==> src/ssi_pkg.sv <==
// Shared types, constants and helpers for the stylus state interpolator.
package ssi_pkg;

   localparam int MAX_POINTS = 1024;
   localparam int ADDR_W = $clog2(MAX_POINTS);
   localparam int CNT_W = $clog2(MAX_POINTS + 1);
   localparam int STEP_W = 4;
   localparam logic [STEP_W-1:0] STEP_LAST = STEP_W'(15);

   typedef enum logic [1:0] {
      KIND_PEN    = 2'd0,
      KIND_NONPEN = 2'd1,
      KIND_CLEAR  = 2'd2,
      KIND_QUERY  = 2'd3
   } kind_type;

   typedef enum logic [1:0] {
      PHASE_EMPTY = 2'd0,
      PHASE_ONE   = 2'd1,
      PHASE_READY = 2'd2
   } phase_type;

   typedef enum logic [1:0] {
      LANE_PRESSURE = 2'd0,
      LANE_TILT     = 2'd1,
      LANE_ANGLE    = 2'd2
   } lane_type;

   typedef enum logic [4:0] {
      OP_IDLE, OP_LOAD_REQ, OP_WRITE_PEN, OP_FIRST, OP_CORD_INIT, OP_CORD_STEP,
      OP_WRITE_SYN, OP_LAT_A, OP_LAT_B, OP_M_DXQX, OP_M_DYQY, OP_M_DXDX,
      OP_M_DYDY, OP_LEN, OP_DIV_STEP, OP_TSEL, OP_M_DXT, OP_M_DYT, OP_M_EXEX,
      OP_M_EYEY, OP_DIST, OP_CMP, OP_LPREP, OP_LM0, OP_LM1, OP_LSUM,
      OP_RES_EMPTY, OP_RES_ONE, OP_PUSH
   } op_type;

   typedef enum logic [5:0] {
      ST_IDLE, ST_PEN_WR, ST_NP_DEC, ST_CORD_INIT, ST_CORD_STEP, ST_NP_WR,
      ST_Q_DEC, ST_Q1_LAT, ST_Q1_RES, ST_SEG_RDA, ST_SEG_RDB, ST_SEG_LATB,
      ST_M_DXQX, ST_M_DYQY, ST_M_DXDX, ST_M_DYDY, ST_LEN, ST_DIV, ST_TSEL,
      ST_M_DXT, ST_M_DYT, ST_M_EXEX, ST_M_EYEY, ST_DIST, ST_CMP,
      ST_FIN_RDA, ST_FIN_RDB, ST_FIN_LATB, ST_LPREP, ST_LM0, ST_LM1, ST_LSUM,
      ST_PUSH
   } state_type;

   typedef struct packed {
      op_type                  op;
      logic [ADDR_W-1:0]       addr;
      logic [STEP_W-1:0]       step;
      lane_type                lane;
      logic                    first;
   } cmd_type;

   typedef struct packed {
      logic eq_first;
      logic better;
   } stat_type;

   typedef struct packed {
      logic signed [31:0] x;
      logic signed [31:0] y;
      logic signed [15:0] p;
      logic signed [15:0] tl;
      logic [15:0]        o;
   } point_type;

   function automatic logic [15:0] cordic_step(input logic [STEP_W-1:0] k);
      logic [15:0] v;
      case (k)
         4'd0: v = 16'd8192;
         4'd1: v = 16'd4836;
         4'd2: v = 16'd2555;
         4'd3: v = 16'd1297;
         4'd4: v = 16'd651;
         4'd5: v = 16'd326;
         4'd6: v = 16'd163;
         4'd7: v = 16'd81;
         4'd8: v = 16'd41;
         4'd9: v = 16'd20;
         4'd10: v = 16'd10;
         4'd11: v = 16'd5;
         4'd12: v = 16'd3;
         4'd13: v = 16'd1;
         4'd14: v = 16'd1;
         default: v = 16'd0;
      endcase
      return v;
   endfunction

endpackage

==> src/ssi_ctrl.sv <==
// Controller: sequences adds, CORDIC, segment walk and lerps; owns count and index.
module ssi_ctrl (
   input  logic                 clock,
   input  logic                 reset,
   input  logic                 req_valid,
   input  logic [1:0]           req_kind,
   output logic                 req_ready,
   output logic                 rsp_valid,
   input  logic                 rsp_ready,
   input  ssi_pkg::stat_type    stat,
   output ssi_pkg::cmd_type     cmd
);

   ssi_pkg::state_type state_ff, state_in;
   logic [ssi_pkg::CNT_W-1:0]  count_ff, count_in;
   logic [ssi_pkg::ADDR_W-1:0] ss_ff, ss_in, seg_ff, seg_in, last;
   ssi_pkg::phase_type         phase_ff, phase_in;
   logic [ssi_pkg::STEP_W-1:0] step_ff, step_in;
   ssi_pkg::lane_type          lane_ff, lane_in;
   logic                       rsp_valid_ff, rsp_valid_in;
   logic                       accept, room, out_free;

   assign accept = req_valid && (state_ff == ssi_pkg::ST_IDLE);
   assign room = count_ff < ssi_pkg::CNT_W'(ssi_pkg::MAX_POINTS);
   assign out_free = !rsp_valid_ff || rsp_ready;
   assign last = ssi_pkg::ADDR_W'(count_ff - ssi_pkg::CNT_W'(2));

   always_comb begin
      state_in = state_ff;
      unique case (state_ff)
         ssi_pkg::ST_IDLE: begin
            if (accept) begin
               case (ssi_pkg::kind_type'(req_kind))
                  ssi_pkg::KIND_PEN:    state_in = ssi_pkg::ST_PEN_WR;
                  ssi_pkg::KIND_NONPEN: state_in = ssi_pkg::ST_NP_DEC;
                  ssi_pkg::KIND_QUERY:  state_in = ssi_pkg::ST_Q_DEC;
                  default:              state_in = ssi_pkg::ST_IDLE;
               endcase
            end
         end
         ssi_pkg::ST_PEN_WR: state_in = ssi_pkg::ST_IDLE;
         ssi_pkg::ST_NP_DEC: begin
            if (phase_ff == ssi_pkg::PHASE_ONE && !stat.eq_first) begin
               state_in = ssi_pkg::ST_CORD_INIT;
            end else begin
               state_in = ssi_pkg::ST_IDLE;
            end
         end
         ssi_pkg::ST_CORD_INIT: state_in = ssi_pkg::ST_CORD_STEP;
         ssi_pkg::ST_CORD_STEP: begin
            if (step_ff == ssi_pkg::STEP_LAST) state_in = ssi_pkg::ST_NP_WR;
         end
         ssi_pkg::ST_NP_WR: state_in = ssi_pkg::ST_IDLE;
         ssi_pkg::ST_Q_DEC: begin
            if (count_ff == '0) begin
               state_in = ssi_pkg::ST_PUSH;
            end else if (count_ff == ssi_pkg::CNT_W'(1)) begin
               state_in = ssi_pkg::ST_Q1_LAT;
            end else begin
               state_in = ssi_pkg::ST_SEG_RDA;
            end
         end
         ssi_pkg::ST_Q1_LAT:   state_in = ssi_pkg::ST_Q1_RES;
         ssi_pkg::ST_Q1_RES:   state_in = ssi_pkg::ST_PUSH;
         ssi_pkg::ST_SEG_RDA:  state_in = ssi_pkg::ST_SEG_RDB;
         ssi_pkg::ST_SEG_RDB:  state_in = ssi_pkg::ST_SEG_LATB;
         ssi_pkg::ST_SEG_LATB: state_in = ssi_pkg::ST_M_DXQX;
         ssi_pkg::ST_M_DXQX:   state_in = ssi_pkg::ST_M_DYQY;
         ssi_pkg::ST_M_DYQY:   state_in = ssi_pkg::ST_M_DXDX;
         ssi_pkg::ST_M_DXDX:   state_in = ssi_pkg::ST_M_DYDY;
         ssi_pkg::ST_M_DYDY:   state_in = ssi_pkg::ST_LEN;
         ssi_pkg::ST_LEN:      state_in = ssi_pkg::ST_DIV;
         ssi_pkg::ST_DIV: begin
            if (step_ff == ssi_pkg::STEP_LAST) state_in = ssi_pkg::ST_TSEL;
         end
         ssi_pkg::ST_TSEL:     state_in = ssi_pkg::ST_M_DXT;
         ssi_pkg::ST_M_DXT:    state_in = ssi_pkg::ST_M_DYT;
         ssi_pkg::ST_M_DYT:    state_in = ssi_pkg::ST_M_EXEX;
         ssi_pkg::ST_M_EXEX:   state_in = ssi_pkg::ST_M_EYEY;
         ssi_pkg::ST_M_EYEY:   state_in = ssi_pkg::ST_DIST;
         ssi_pkg::ST_DIST:     state_in = ssi_pkg::ST_CMP;
         ssi_pkg::ST_CMP: begin
            state_in = (seg_ff == last) ? ssi_pkg::ST_FIN_RDA : ssi_pkg::ST_SEG_RDA;
         end
         ssi_pkg::ST_FIN_RDA:  state_in = ssi_pkg::ST_FIN_RDB;
         ssi_pkg::ST_FIN_RDB:  state_in = ssi_pkg::ST_FIN_LATB;
         ssi_pkg::ST_FIN_LATB: state_in = ssi_pkg::ST_LPREP;
         ssi_pkg::ST_LPREP:    state_in = ssi_pkg::ST_LM0;
         ssi_pkg::ST_LM0:      state_in = ssi_pkg::ST_LM1;
         ssi_pkg::ST_LM1:      state_in = ssi_pkg::ST_LSUM;
         ssi_pkg::ST_LSUM: begin
            state_in = (lane_ff == ssi_pkg::LANE_ANGLE) ? ssi_pkg::ST_PUSH : ssi_pkg::ST_LM0;
         end
         ssi_pkg::ST_PUSH: begin
            if (out_free) state_in = ssi_pkg::ST_IDLE;
         end
         default: state_in = ssi_pkg::ST_IDLE;
      endcase
   end

   always_comb begin
      cmd.op = ssi_pkg::OP_IDLE;
      cmd.addr = seg_ff;
      cmd.step = step_ff;
      cmd.lane = lane_ff;
      cmd.first = (seg_ff == ss_ff);
      req_ready = 1'b0;
      unique case (state_ff)
         ssi_pkg::ST_IDLE: begin
            req_ready = 1'b1;
            if (accept) cmd.op = ssi_pkg::OP_LOAD_REQ;
         end
         ssi_pkg::ST_PEN_WR: begin
            cmd.addr = count_ff[ssi_pkg::ADDR_W-1:0];
            if (room) cmd.op = ssi_pkg::OP_WRITE_PEN;
         end
         ssi_pkg::ST_NP_DEC: begin
            if (phase_ff == ssi_pkg::PHASE_EMPTY) cmd.op = ssi_pkg::OP_FIRST;
         end
         ssi_pkg::ST_CORD_INIT: cmd.op = ssi_pkg::OP_CORD_INIT;
         ssi_pkg::ST_CORD_STEP: cmd.op = ssi_pkg::OP_CORD_STEP;
         ssi_pkg::ST_NP_WR: begin
            cmd.addr = count_ff[ssi_pkg::ADDR_W-1:0];
            if (room) cmd.op = ssi_pkg::OP_WRITE_SYN;
         end
         ssi_pkg::ST_Q_DEC: begin
            cmd.addr = '0;
            if (count_ff == '0) cmd.op = ssi_pkg::OP_RES_EMPTY;
         end
         ssi_pkg::ST_Q1_LAT: cmd.op = ssi_pkg::OP_LAT_A;
         ssi_pkg::ST_Q1_RES: cmd.op = ssi_pkg::OP_RES_ONE;
         ssi_pkg::ST_SEG_RDA: cmd.addr = seg_ff;
         ssi_pkg::ST_SEG_RDB: begin
            cmd.addr = seg_ff + ssi_pkg::ADDR_W'(1);
            cmd.op = ssi_pkg::OP_LAT_A;
         end
         ssi_pkg::ST_SEG_LATB: cmd.op = ssi_pkg::OP_LAT_B;
         ssi_pkg::ST_M_DXQX:   cmd.op = ssi_pkg::OP_M_DXQX;
         ssi_pkg::ST_M_DYQY:   cmd.op = ssi_pkg::OP_M_DYQY;
         ssi_pkg::ST_M_DXDX:   cmd.op = ssi_pkg::OP_M_DXDX;
         ssi_pkg::ST_M_DYDY:   cmd.op = ssi_pkg::OP_M_DYDY;
         ssi_pkg::ST_LEN:      cmd.op = ssi_pkg::OP_LEN;
         ssi_pkg::ST_DIV:      cmd.op = ssi_pkg::OP_DIV_STEP;
         ssi_pkg::ST_TSEL:     cmd.op = ssi_pkg::OP_TSEL;
         ssi_pkg::ST_M_DXT:    cmd.op = ssi_pkg::OP_M_DXT;
         ssi_pkg::ST_M_DYT:    cmd.op = ssi_pkg::OP_M_DYT;
         ssi_pkg::ST_M_EXEX:   cmd.op = ssi_pkg::OP_M_EXEX;
         ssi_pkg::ST_M_EYEY:   cmd.op = ssi_pkg::OP_M_EYEY;
         ssi_pkg::ST_DIST:     cmd.op = ssi_pkg::OP_DIST;
         ssi_pkg::ST_CMP:      cmd.op = ssi_pkg::OP_CMP;
         ssi_pkg::ST_FIN_RDA:  cmd.addr = ss_ff;
         ssi_pkg::ST_FIN_RDB: begin
            cmd.addr = ss_ff + ssi_pkg::ADDR_W'(1);
            cmd.op = ssi_pkg::OP_LAT_A;
         end
         ssi_pkg::ST_FIN_LATB: cmd.op = ssi_pkg::OP_LAT_B;
         ssi_pkg::ST_LPREP:    cmd.op = ssi_pkg::OP_LPREP;
         ssi_pkg::ST_LM0:      cmd.op = ssi_pkg::OP_LM0;
         ssi_pkg::ST_LM1:      cmd.op = ssi_pkg::OP_LM1;
         ssi_pkg::ST_LSUM:     cmd.op = ssi_pkg::OP_LSUM;
         ssi_pkg::ST_PUSH: begin
            if (out_free) cmd.op = ssi_pkg::OP_PUSH;
         end
         default: ;
      endcase
   end

   always_comb begin
      count_in = count_ff;
      ss_in = ss_ff;
      seg_in = seg_ff;
      phase_in = phase_ff;
      step_in = step_ff;
      lane_in = lane_ff;
      rsp_valid_in = rsp_valid_ff && !rsp_ready;
      case (state_ff)
         ssi_pkg::ST_IDLE: begin
            if (accept && ssi_pkg::kind_type'(req_kind) == ssi_pkg::KIND_CLEAR) begin
               count_in = '0;
               ss_in = '0;
               phase_in = ssi_pkg::PHASE_EMPTY;
            end
         end
         ssi_pkg::ST_PEN_WR: begin
            if (room) count_in = count_ff + ssi_pkg::CNT_W'(1);
         end
         ssi_pkg::ST_NP_DEC: begin
            if (phase_ff == ssi_pkg::PHASE_EMPTY) phase_in = ssi_pkg::PHASE_ONE;
         end
         ssi_pkg::ST_CORD_INIT, ssi_pkg::ST_LEN: step_in = '0;
         ssi_pkg::ST_CORD_STEP, ssi_pkg::ST_DIV: step_in = step_ff + ssi_pkg::STEP_W'(1);
         ssi_pkg::ST_NP_WR: begin
            if (room) count_in = count_ff + ssi_pkg::CNT_W'(1);
            phase_in = ssi_pkg::PHASE_READY;
         end
         ssi_pkg::ST_Q_DEC: begin
            // pull the remembered segment back inside the polyline
            if (ss_ff > last) begin
               ss_in = last;
               seg_in = last;
            end else begin
               seg_in = ss_ff;
            end
         end
         ssi_pkg::ST_CMP: begin
            if (stat.better) ss_in = seg_ff;
            if (seg_ff != last) seg_in = seg_ff + ssi_pkg::ADDR_W'(1);
         end
         ssi_pkg::ST_LPREP: lane_in = ssi_pkg::LANE_PRESSURE;
         ssi_pkg::ST_LSUM: begin
            if (lane_ff != ssi_pkg::LANE_ANGLE) lane_in = ssi_pkg::lane_type'(lane_ff + 2'd1);
         end
         ssi_pkg::ST_PUSH: begin
            if (out_free) rsp_valid_in = 1'b1;
         end
         default: ;
      endcase
   end

   always_ff @(posedge clock) begin
      if (reset) begin
         state_ff <= ssi_pkg::ST_IDLE;
         count_ff <= '0;
         ss_ff <= '0;
         seg_ff <= '0;
         phase_ff <= ssi_pkg::PHASE_EMPTY;
         step_ff <= '0;
         lane_ff <= ssi_pkg::LANE_PRESSURE;
         rsp_valid_ff <= 1'b0;
      end else begin
         state_ff <= state_in;
         count_ff <= count_in;
         ss_ff <= ss_in;
         seg_ff <= seg_in;
         phase_ff <= phase_in;
         step_ff <= step_in;
         lane_ff <= lane_in;
         rsp_valid_ff <= rsp_valid_in;
      end
   end

   assign rsp_valid = rsp_valid_ff;

endmodule
==> config.mk <==
export PLATFORM = sky130hd
export DESIGN_NAME = ssi_ctrl
export DESIGN_NICKNAME = d
export VERILOG_FILES = /design/src/ssi_pkg.sv /design/src/ssi_ctrl.sv
export SDC_FILE = /design/constraint.sdc
export NUM_CORES = 1
export LEC_CHECK = 0
export BUFFER_PORTS_ARGS = -buffer_cell sky130_fd_sc_hd__buf_2
export CAP_MARGIN = 10
export CORE_MARGIN = 4
export CORE_UTILIZATION = 50
export DETAILED_ROUTE_END_ITERATION = 8
export PLACE_DENSITY_LB_ADDON = 0.1
export SLEW_MARGIN = 5
export SYNTH_ARGS = -nofsm -noshare
export SYNTH_HDL_FRONTEND = slang
export SYNTH_SLANG_ARGS = --single-unit
==> constraint.sdc <==
create_clock -name clock -period 9 [get_ports clock]
set_clock_uncertainty 0.05 [all_clocks]
set_input_delay 1.8 -clock clock [delete_from_list [all_inputs] [get_ports clock]]
set_output_delay 1.8 -clock clock [all_outputs]
set_load 0.02 [all_outputs]
==> impl_metrics.json, run 1 <==
{
  "outcome": "finished, final reports clean",
  "r2r_start": "count_ff[1]",
  "min_from": "phase_ff[1]",
  "place_ws_ns": 4.40,
  "intPower_mw": 0.365,
  "avgRoutedWirePerCell_um": 20.2,
  "cts_setup_buffers": 0,
  "max_slew_margin": 0.373,
  "worstPathCellList": "nand2_1, or3_1, nor2_1, nand4_1, o21ai_0, a221oi_1, o21ai_0, buf_2",
  "power.share.clock": 0.205,
  "firstDrtPassIters": 5,
  "numCtsBuffers": 5,
  "grt_max_degree": 33,
  "timing.setup.tns_ns": 0,
  "ioPinCount": 32,
  "antenna_found_initial": 0,
  "fin_crit_sh": 0.562,
  "critical-path-max-stage-delay_ns": 0.90,
  "ff2ff_setup_slack_ns": 4.80,
  "grt_first_pass_wirelength_um": 23200,
  "die_h_um": 102,
  "async_flop_share": 0,
  "drive_above_1_share": 0.101,
  "pwr-share-seq": 0.399,
  "start_kind": "flip-flop",
  "final.setup.worst_slack_ns": 3.94,
  "synth_edf_count": 0,
  "finalHoldViolCount": 0,
  "die_x_um": 102,
  "fin_crit_ns": 5.06,
  "min_path_type": "reg2reg",
  "combPwrFrac": 0.396,
  "cts_resized": 0,
  "clkTransAtPathRegs_ns": 0.10,
  "max-clock-path-buffers": 2,
  "ys_seq_elements": 46,
  "required_ns": 7.15,
  "rsz0062_at_grt": "no",
  "worstSkewPairLatency_ns": 0.31,
  "hpwl_um": 10400,
  "drc_errors": 0,
  "cts_hold_buffers": 0,
  "synth-main-ff-cell": "dfxtp_1",
  "initialDrtViolationCount": 423,
  "core-area_um2": 8680,
  "cpMostUsedCell": "o21ai_0",
  "diodes": 0,
  "portBuffers": 31,
  "grtUsageTotal": 0.280,
  "slew_viol_final": 0,
  "crit_arrival_ns": 3.21,
  "cpMaxStageDelayCell": "dfxtp_1",
  "reg2reg_to": "ss_ff[3]",
  "min_delay_path_depth": 2,
  "drt_wl_total_um": 14600,
  "finalNonFillerCells": 722,
  "ctsRootBufferMaster": "clkbuf_8",
  "p_switching_mw": 0.313,
  "syn-num-nets": 648,
  "ir_drop_v": 0.000118,
  "postRouteAntennaNets": 0,
  "path_max_fanout": 26,
  "path_class": "reg2out",
  "powerDensity_nw_per_um2": 146,
  "gp_congestion": 0.932,
  "synth_cell_types": 69,
  "dieArea_um2": 10500,
  "nNetsFinal": 635,
  "synth_area_um2": 4460,
  "clock-sinks": 46,
  "seq_area_frac_synth": 0.207,
  "start_util": 0.514,
  "routed_via_density": 6.72,
  "vias": 4851,
  "cts_tree": "built",
  "power_mw": 0.679,
  "p_leak_nw": 1.75,
  "setup_violations": 0,
  "syn_inst": 626,
  "dp.cells": 714,
  "fin_util": 0.534,
  "yosysWarnings": 0,
  "worst_pin_slew_ns": 0.941,
  "clock.fmax_mhz": 198,
  "reg2reg_depth": 13,
  "switching_share": 0.462,
  "whs_endpoint": "phase_ff[1]",
  "grt-ovfl-total": 0,
  "end_kind": "output pin",
  "grt_pass1_vias": 4361,
  "syn_avg_cell_area_um2": 7.12,
  "area_growth_pct": 3.93,
  "htreeDepth": 2,
  "max_cap_viol_count": 0,
  "row_count": 34
}
[kinds of logic (layout without fill, tap and decap cells)]
logic type | Yosys count | count (layout) | share of synthesized area
flops | 46 | 46 | 0.207
xor+xnor | 38 | 38 | 0.0907
compound gates | 186 | 186 | 0.280
mux | 7 | 7 | 0.0163
fa+ha+maj | 14 | 14 | 0.0393
simple gates | 263 | 263 | 0.301
buf+inv | 72 | 60 | 0.0668
[through the flow]
stage | cell area, um2 | hold WS, ns
3_3_place_gp | 4540 | 0.419
5_1_grt | 4630 | 0.446
2_1_floorplan | 4460 | 0.387
4_1_cts | 4630 | 0.431
6_report | 4630 | 0.439
3_5_place_dp | 4540 | 0.416
[Yosys cell counts (5+ instances only)]
master,n,area [um2]
a22oi_1,6,45.0
a221oi_1,7,61.3
nand4_1,8,50.1
a31oi_1,16,100
nand2b_1,8,50.1
or2_2,5,31.3
clkbuf_1,42,158
nand3_1,29,145
xor2_1,13,114
o22ai_1,6,37.5
a211oi_1,7,52.6
o21ai_0,42,210
nor3b_1,5,37.5
inv_1,19,71.3
o211ai_1,15,113
nand2_1,65,244
nor4_1,6,37.5
a21oi_1,40,200
a32oi_1,6,52.6
or3_1,6,37.5
nor2b_1,9,56.3
xnor2_1,20,175
o2111ai_1,8,70.1
and2_1,5,31.3
and3_1,14,87.6
nor3_1,13,65.1
nor2_1,69,259
mux2i_1,5,50.1
dfxtp_1,46,921
ha_1,14,175
[flip-flops by register name, indices dropped and copies added, names as in the netlist]
signal and cells:
count_ff 11, seg_ff 10, ss_ff 10, state_ff 6, step_ff 4, lane_ff 2, phase_ff 2, rsp_valid 1
[worst max path at each step]
stage                      startpoint      end
final                     state_ff[4]  cmd[15]
after global routing      state_ff[4]  cmd[15]
after CTS                 state_ff[4]  cmd[15]
after detailed placement  state_ff[4]  cmd[15]
after global placement    state_ff[4]  cmd[15]
after floorplan             rsp_ready  cmd[19]
[power groups by stage]
| stage | sequential, mW | combinational [mW] | clock (mW) |
|---|---|---|---|
| 6_report | 0.271 | 0.269 | 0.139 |
| 5_1_grt | 0.275 | 0.296 | 0.149 |
| 4_1_cts | 0.268 | 0.265 | 0.141 |
| 3_5_place_dp | 0.273 | 0.263 | 0 |
| 3_3_place_gp | 0.273 | 0.265 | 0 |
| 2_1_floorplan | 0.236 | 0.222 | 0 |
[layout by cell type (no fill, tap or decap), types with 5 or more instances in the layout]
cell type  synthesis  routed
nand2b_1           8       8
a21oi_1           40      40
clkbuf_8           0       5
nor4_1             6       6
mux2i_1            5       5
xor2_1            13      13
inv_1             19      19
nor3b_1            5       5
buf_2              4      31
a221oi_1           7       7
nor3_1            13      12
or2_2              5       5
o211ai_1          15      15
and2_1             5       5
o2111ai_1          8       8
o22ai_1            6       6
nor2b_1            9       9
nand2_1           65      65
a32oi_1            6       6
nor2_1            69      69
nand4_1            8       8
dfxtp_1           46      46
o21ai_0           42      42
and3_1            14      14
nand3_1           29      29
a31oi_1           16      16
a211oi_1           7       7
a22oi_1            6       6
or3_1              6       6
xnor2_1           20      20
ha_1              14      14
[metal layers]
metal / vias up / routed length [um] / track usage
met5: - / 0 / 0
met4: 0 / 168 / 0.0747
met3: 19 / 1550 / 0.0532
met1: 2267 / 6550 / 0.418
li1: 2287 / - / -
met2: 278 / 6300 / 0.411
[layout make-up]
cell class | instances | area, um2
clock buffer | 5 | 68.8
clock inverter | 3 | 22.5
fill | 905 | 4050
inverter | 19 | 71.3
multi-input combinational | 508 | 3240
sequential | 46 | 921
tap | 108 | 135
timing repair buffer | 33 | 170
[worst max-delay path, delay by kind of cell (launching register included)]
kind	cells	cell delay [ns]
buffers and inverters	1	0.19
AOI/OAI and AO/OA	3	0.38
and+or+nand+nor	4	1.43
DFF	1	0.90
(Power assumes the default switching activity.)
==> inputs of run 2 (changes only) <==
==> constraint.sdc (replaced) <==
create_clock -name clock -period 5.2 [get_ports clock]
set_clock_uncertainty 0.05 [all_clocks]
set_input_delay 1.04 -clock clock [delete_from_list [all_inputs] [get_ports clock]]
set_output_delay 1.04 -clock clock [all_outputs]
set_load 0.02 [all_outputs]
==> run 2 against run 1 <==
Compared with the run above: largest cell class unchanged; first-iteration DRC count up 37%; combinational power up 72%; critical path depth unchanged; clock power up 110%; wire length down 4.1%; final cell count up 0.28%; setup slack worse by 3.0 ns; utilization up 0.46 points; register-to-register slack worse by 3.4 ns.
==> impl_metrics.json, run 2 (synthesis results as in run 1) <==
{
  "die_h_um": 102,
  "portBuffers": 31,
  "dieArea_um2": 10500,
  "avgRoutedWirePerCell_um": 19.3,
  "antenna_found_initial": 0,
  "crit_arrival_ns": 3.12,
  "row_count": 34,
  "grtUsageTotal": 0.269,
  "postRouteAntennaNets": 0,
  "cts_resized": 0,
  "cp-startpoint": "state_ff[3]",
  "firstDrtPassIters": 8,
  "clock-sinks": 46,
  "pwr-share-seq": 0.383,
  "holdWs_ns": 0.457,
  "max_cap_viol_count": 0,
  "vias": 4818,
  "slew_viol_final": 0,
  "ctsRootBufferMaster": "clkbuf_8",
  "combPwrFrac": 0.381,
  "drt_wl_total_um": 14000,
  "routed_via_density": 6.65,
  "ioPinCount": 32,
  "initialDrtViolationCount": 579,
  "core-area_um2": 8680,
  "min_path_type": "reg2reg",
  "path_max_fanout": 19,
  "worstPathCellList": "nand2_1, or3_1, nor2_1, nand4_1, o21ai_0, a221oi_1, o21ai_0, buf_2",
  "grt_pass1_vias": 4259,
  "final_common_cell": "nor2_1",
  "drive_above_1_share": 0.104,
  "reg2reg_depth": 13,
  "finalHoldViolCount": 0,
  "cpMostUsedCell": "o21ai_0",
  "clock.fmax_mhz": 238,
  "powerDensity_nw_per_um2": 260,
  "critical-path-max-stage-delay_ns": 0.72,
  "area_growth_pct": 4.83,
  "hpwl_um": 10200,
  "r2r_start": "count_ff[1]",
  "power.share.clock": 0.236,
  "numCtsBuffers": 5,
  "mostFrequentLayoutCells": "nor2_1, nand2_1, dfxtp_1, o21ai_0, a21oi_1",
  "largest_register_ffs": 11,
  "rsz0062_at_grt": "no",
  "setup_violations": 0,
  "timing.setup.tns_ns": 0,
  "required_ns": 4.11,
  "clkTransAtPathRegs_ns": 0.10,
  "outcome": "finished, final reports clean",
  "worst_pin_slew_ns": 0.954,
  "p_leak_nw": 1.77,
  "grt-ovfl-total": 0,
  "top_regs": "count_ff (11), seg_ff (10), ss_ff (10)",
  "top_register": "count_ff",
  "worstSkewPairLatency_ns": 0.31,
  "drc_errors": 0,
  "intPower_mw": 0.682,
  "diodes": 0,
  "num-fill-cells": 891,
  "start_kind": "flip-flop",
  "fin_crit_ns": 4.21,
  "htreeDepth": 2,
  "cts_setup_buffers": 0,
  "max_slew_margin": 0.358,
  "fin_crit_sh": 0.809,
  "end_kind": "output pin",
  "grt_first_pass_wirelength_um": 22500,
  "cpMaxStageDelayCell": "dfxtp_1",
  "endpoint": "cmd[15]",
  "gp_congestion": 1.04,
  "die_x_um": 102,
  "cts_hold_buffers": 0,
  "path_class": "reg2out",
  "reg2reg_to": "seg_ff[7]",
  "max-clock-path-buffers": 2,
  "nNetsFinal": 637,
  "ff2ff_setup_slack_ns": 1.38,
  "ir_drop_v": 0.000237,
  "cts_tree": "built",
  "p_switching_mw": 0.532,
  "switching_share": 0.438,
  "grt_max_degree": 33,
  "start_util": 0.514
}
## run 2: changes by cell type in the layout (fill, tap and decap cells not counted)
cell,delta
clkinv_2,-1
bufinv_16,+1
buf_4,+2
## run 2: routing by layer
| layer | up-vias | global-route usage | share of wire |
|---|---|---|---|
| met5 | - | 0 | 0 |
| met4 | 0 | 0.0787 | 0.019 |
| met3 | 27 | 0.0532 | 0.088 |
| met2 | 246 | 0.381 | 0.42 |
| met1 | 2255 | 0.408 | 0.47 |
| li1 | 2290 | - | - |
## run 2: critical path: cells and delay by family (launching register included)
| family | cells | cell delay (ns) |
|---|---|---|
| simple gates | 4 | 1.49 |
| compound gates | 3 | 0.39 |
| buf+inv | 1 | 0.20 |
| flops | 1 | 0.72 |
## run 2: area by class of cell
cell class / instances / area (um2) / share of cell area
clock buffer: 5 / 68.8 / 0.0147
clock inverter: 3 / 47.5 / 0.0102
inverter: 19 / 71.3 / 0.0153
multi-input combinational: 508 / 3240 / 0.694
sequential: 46 / 921 / 0.197
tap: 108 / 135 / 0.0289
timing repair buffer: 35 / 185 / 0.0396
## run 2: worst min path at each step
stage / startpoint / endpoint / depth (start not counted)
6_report: phase_ff[1] / phase_ff[1] / 2
5_1_grt: phase_ff[1] / phase_ff[1] / 2
4_1_cts: phase_ff[1] / phase_ff[1] / 2
3_5_place_dp: phase_ff[1] / phase_ff[1] / 2
3_3_place_gp: phase_ff[1] / phase_ff[1] / 2
2_1_floorplan: phase_ff[1] / phase_ff[1] / 2
## run 2: through the flow
step | instances | cell area [um2] | setup slack [ns] | util | power, mW
6_report | 724 | 4670 | 0.991 | 0.538 | 1.21
5_1_grt | 724 | 4670 | 0.825 | 0.538 | 1.29
4_1_cts | 724 | 4670 | 1.07 | 0.538 | 1.21
3_5_place_dp | 716 | 4560 | 1.43 | 0.525 | 0.923
3_3_place_gp | 716 | 4560 | 1.36 | 0.525 | 0.923
2_1_floorplan | 626 | 4460 | 1.81 | - | 0.794
## run 2: power groups by stage
stage               logic (mW)  clock network (mW)  registers [mW]
floorplan                0.385                   0           0.409
global placement         0.453                   0           0.470
detailed placement       0.452                   0           0.470
CTS                      0.455               0.294           0.462
global route             0.511               0.303           0.475
finish                   0.462               0.286           0.465
==> inputs of run 3 (changes only) <==
==> constraint.sdc (replaced) <==
create_clock -name clock -period 3.9 [get_ports clock]
set_clock_uncertainty 0.05 [all_clocks]
set_input_delay 0.78 -clock clock [delete_from_list [all_inputs] [get_ports clock]]
set_output_delay 0.78 -clock clock [all_outputs]
set_load 0.02 [all_outputs]
==> run 3 against run 2 <==
Compared with the run above: count of clock-buffer cells in the layout unchanged; non-clock buffer count increased by 16; design area increased by 2.2%; highest routed layer unchanged; via count increased by 0.98%; largest cell class unchanged; register-to-register slack got worse by 1.0 ns.
==> impl_metrics.json, run 3 (synthesis results as in run 1) <==
{
  "ff2ff_setup_slack_ns": 0.35,
  "cts_resized": 0,
  "vias": 4865,
  "area_growth_pct": 7.10,
  "grt_pass1_vias": 4398,
  "start_kind": "flip-flop",
  "num-fill-cells": 894,
  "end_kind": "output pin",
  "die_x_um": 102,
  "clock.fmax_mhz": 279,
  "finalHoldViolCount": 0,
  "clkTransAtPathRegs_ns": 0.10,
  "cpMaxStageDelayCell": "dfxtp_1",
  "gp_congestion": 0.969,
  "diodes": 0,
  "max_slew_margin": 0.573,
  "top_register": "count_ff",
  "dieArea_um2": 10500,
  "grtUsageTotal": 0.279,
  "dp.cells": 732,
  "place_ws_ns": 0.432,
  "crit_arrival_ns": 2.75,
  "combPwrFrac": 0.425,
  "max_cap_viol_count": 0,
  "whs_endpoint": "phase_ff[1]",
  "clock-sinks": 46,
  "max-clock-path-buffers": 2,
  "fin_crit_sh": 0.918,
  "mostFrequentLayoutCells": "nor2_1, nand2_1, dfxtp_1, o21ai_0, a21oi_1",
  "drt_wl_total_um": 14200,
  "timing.setup.tns_ns": 0,
  "routed_via_density": 6.57,
  "drive_above_1_share": 0.127,
  "min_delay_path_depth": 2,
  "ctsRootBufferMaster": "clkbuf_8",
  "numCtsBuffers": 5,
  "cts_hold_buffers": 0,
  "worstSkewPairLatency_ns": 0.32,
  "initialDrtViolationCount": 505,
  "cts_setup_buffers": 0,
  "slew_viol_final": 0,
  "final.setup.worst_slack_ns": 0.319,
  "required_ns": 3.07,
  "grt-ovfl-total": 0,
  "pwr-share-seq": 0.365,
  "power.share.clock": 0.211,
  "powerDensity_nw_per_um2": 336,
  "grt_first_pass_wirelength_um": 23300,
  "avgRoutedWirePerCell_um": 19.1,
  "die_h_um": 102,
  "antenna_found_initial": 0,
  "intPower_mw": 0.874,
  "core-area_um2": 8680,
  "worstPathCellList": "nor2b_1, a21oi_1, o21ai_0, nand2_1, a222oi_1, o211ai_1, buf_2",
  "final_common_cell": "nor2_1",
  "p_leak_nw": 1.84,
  "htreeDepth": 2,
  "top_regs": "count_ff (11), seg_ff (10), ss_ff (10)",
  "setup_violations": 0,
  "worst_pin_slew_ns": 0.640,
  "row_count": 34,
  "drc_errors": 0,
  "reg2reg_to": "ss_ff[2]",
  "path_max_fanout": 14,
  "min_from": "phase_ff[1]",
  "nNetsFinal": 653,
  "firstDrtPassIters": 5,
  "r2r_start": "count_ff[1]",
  "outcome": "finished, final reports clean",
  "hpwl_um": 10600,
  "grt_max_degree": 32,
  "start_util": 0.514,
  "ir_drop_v": 0.000204,
  "cts_tree": "built",
  "ioPinCount": 32,
  "area.sequential_um2": 921,
  "min_path_type": "reg2reg",
  "portBuffers": 31,
  "critical-path-max-stage-delay_ns": 0.66,
  "path_class": "reg2out",
  "rsz0062_at_grt": "no",
  "finalNonFillerCells": 740,
  "switching_share": 0.455,
  "fin_crit_ns": 3.58,
  "largest_register_ffs": 11,
  "postRouteAntennaNets": 0,
  "p_switching_mw": 0.730,
  "multi_input_area_um2": 3240,
  "reg2reg_depth": 14
}
-- run 3: cell type report --
class,count,area share
multi-input cells,508,0.680
inverters,19,0.0149
well taps,108,0.0283
clock inverters,3,0.00603
clock buffers,5,0.0144
flip-flops and latches,46,0.193
repair buffers,51,0.0639
-- run 3: routing by layer --
| metal | wire length, um | track usage | share of wire |
|---|---|---|---|
| met5 | 0 | 0 | 0 |
| met4 | 137 | 0.0716 | 0.0097 |
| met3 | 1370 | 0.0601 | 0.097 |
| met2 | 6030 | 0.390 | 0.43 |
| met1 | 6620 | 0.430 | 0.47 |
-- run 3: metrics by stage --
stage / cell area (um2) / hold slack [ns] / utilization / total power, mW
detailed placement: 4680 / 0.405 / 0.539 / 1.26
floorplan: 4460 / 0.387 / - / 1.06
CTS: 4770 / 0.421 / 0.550 / 1.60
global placement: 4680 / 0.398 / 0.539 / 1.26
global route: 4770 / 0.449 / 0.550 / 1.72
finish: 4770 / 0.418 / 0.550 / 1.60
-- run 3: worst max-delay path, delay by kind of cell (launching register included) --
family,cells,cell delay (ns)
flip-flops,1,0.66
buffers and inverters,1,0.18
AO/OA/AOI/OAI,4,0.89
AND/OR/NAND/NOR,2,0.71
-- run 3: worst max path at each step --
stage	startpoint	to	slack, ns	depth (start not counted)
after floorplan	count_ff[1]	seg_ff[7]	0.60	15
after global placement	count_ff[1]	seg_ff[7]	0.63	13
after detailed placement	count_ff[1]	ss_ff[2]	0.43	14
after CTS	count_ff[5]	cmd[18]	0.37	6
after global routing	count_ff[1]	ss_ff[3]	0.10	14
final	state_ff[0]	cmd[9]	0.32	7
-- run 3: power by group through the flow --
stage	Combinational, mW	Clock, mW	Sequential (mW)
floorplan	0.513	0	0.545
global placement	0.666	0	0.590
detailed placement	0.669	0	0.592
CTS	0.673	0.342	0.581
global route	0.754	0.369	0.593
finish	0.681	0.338	0.585
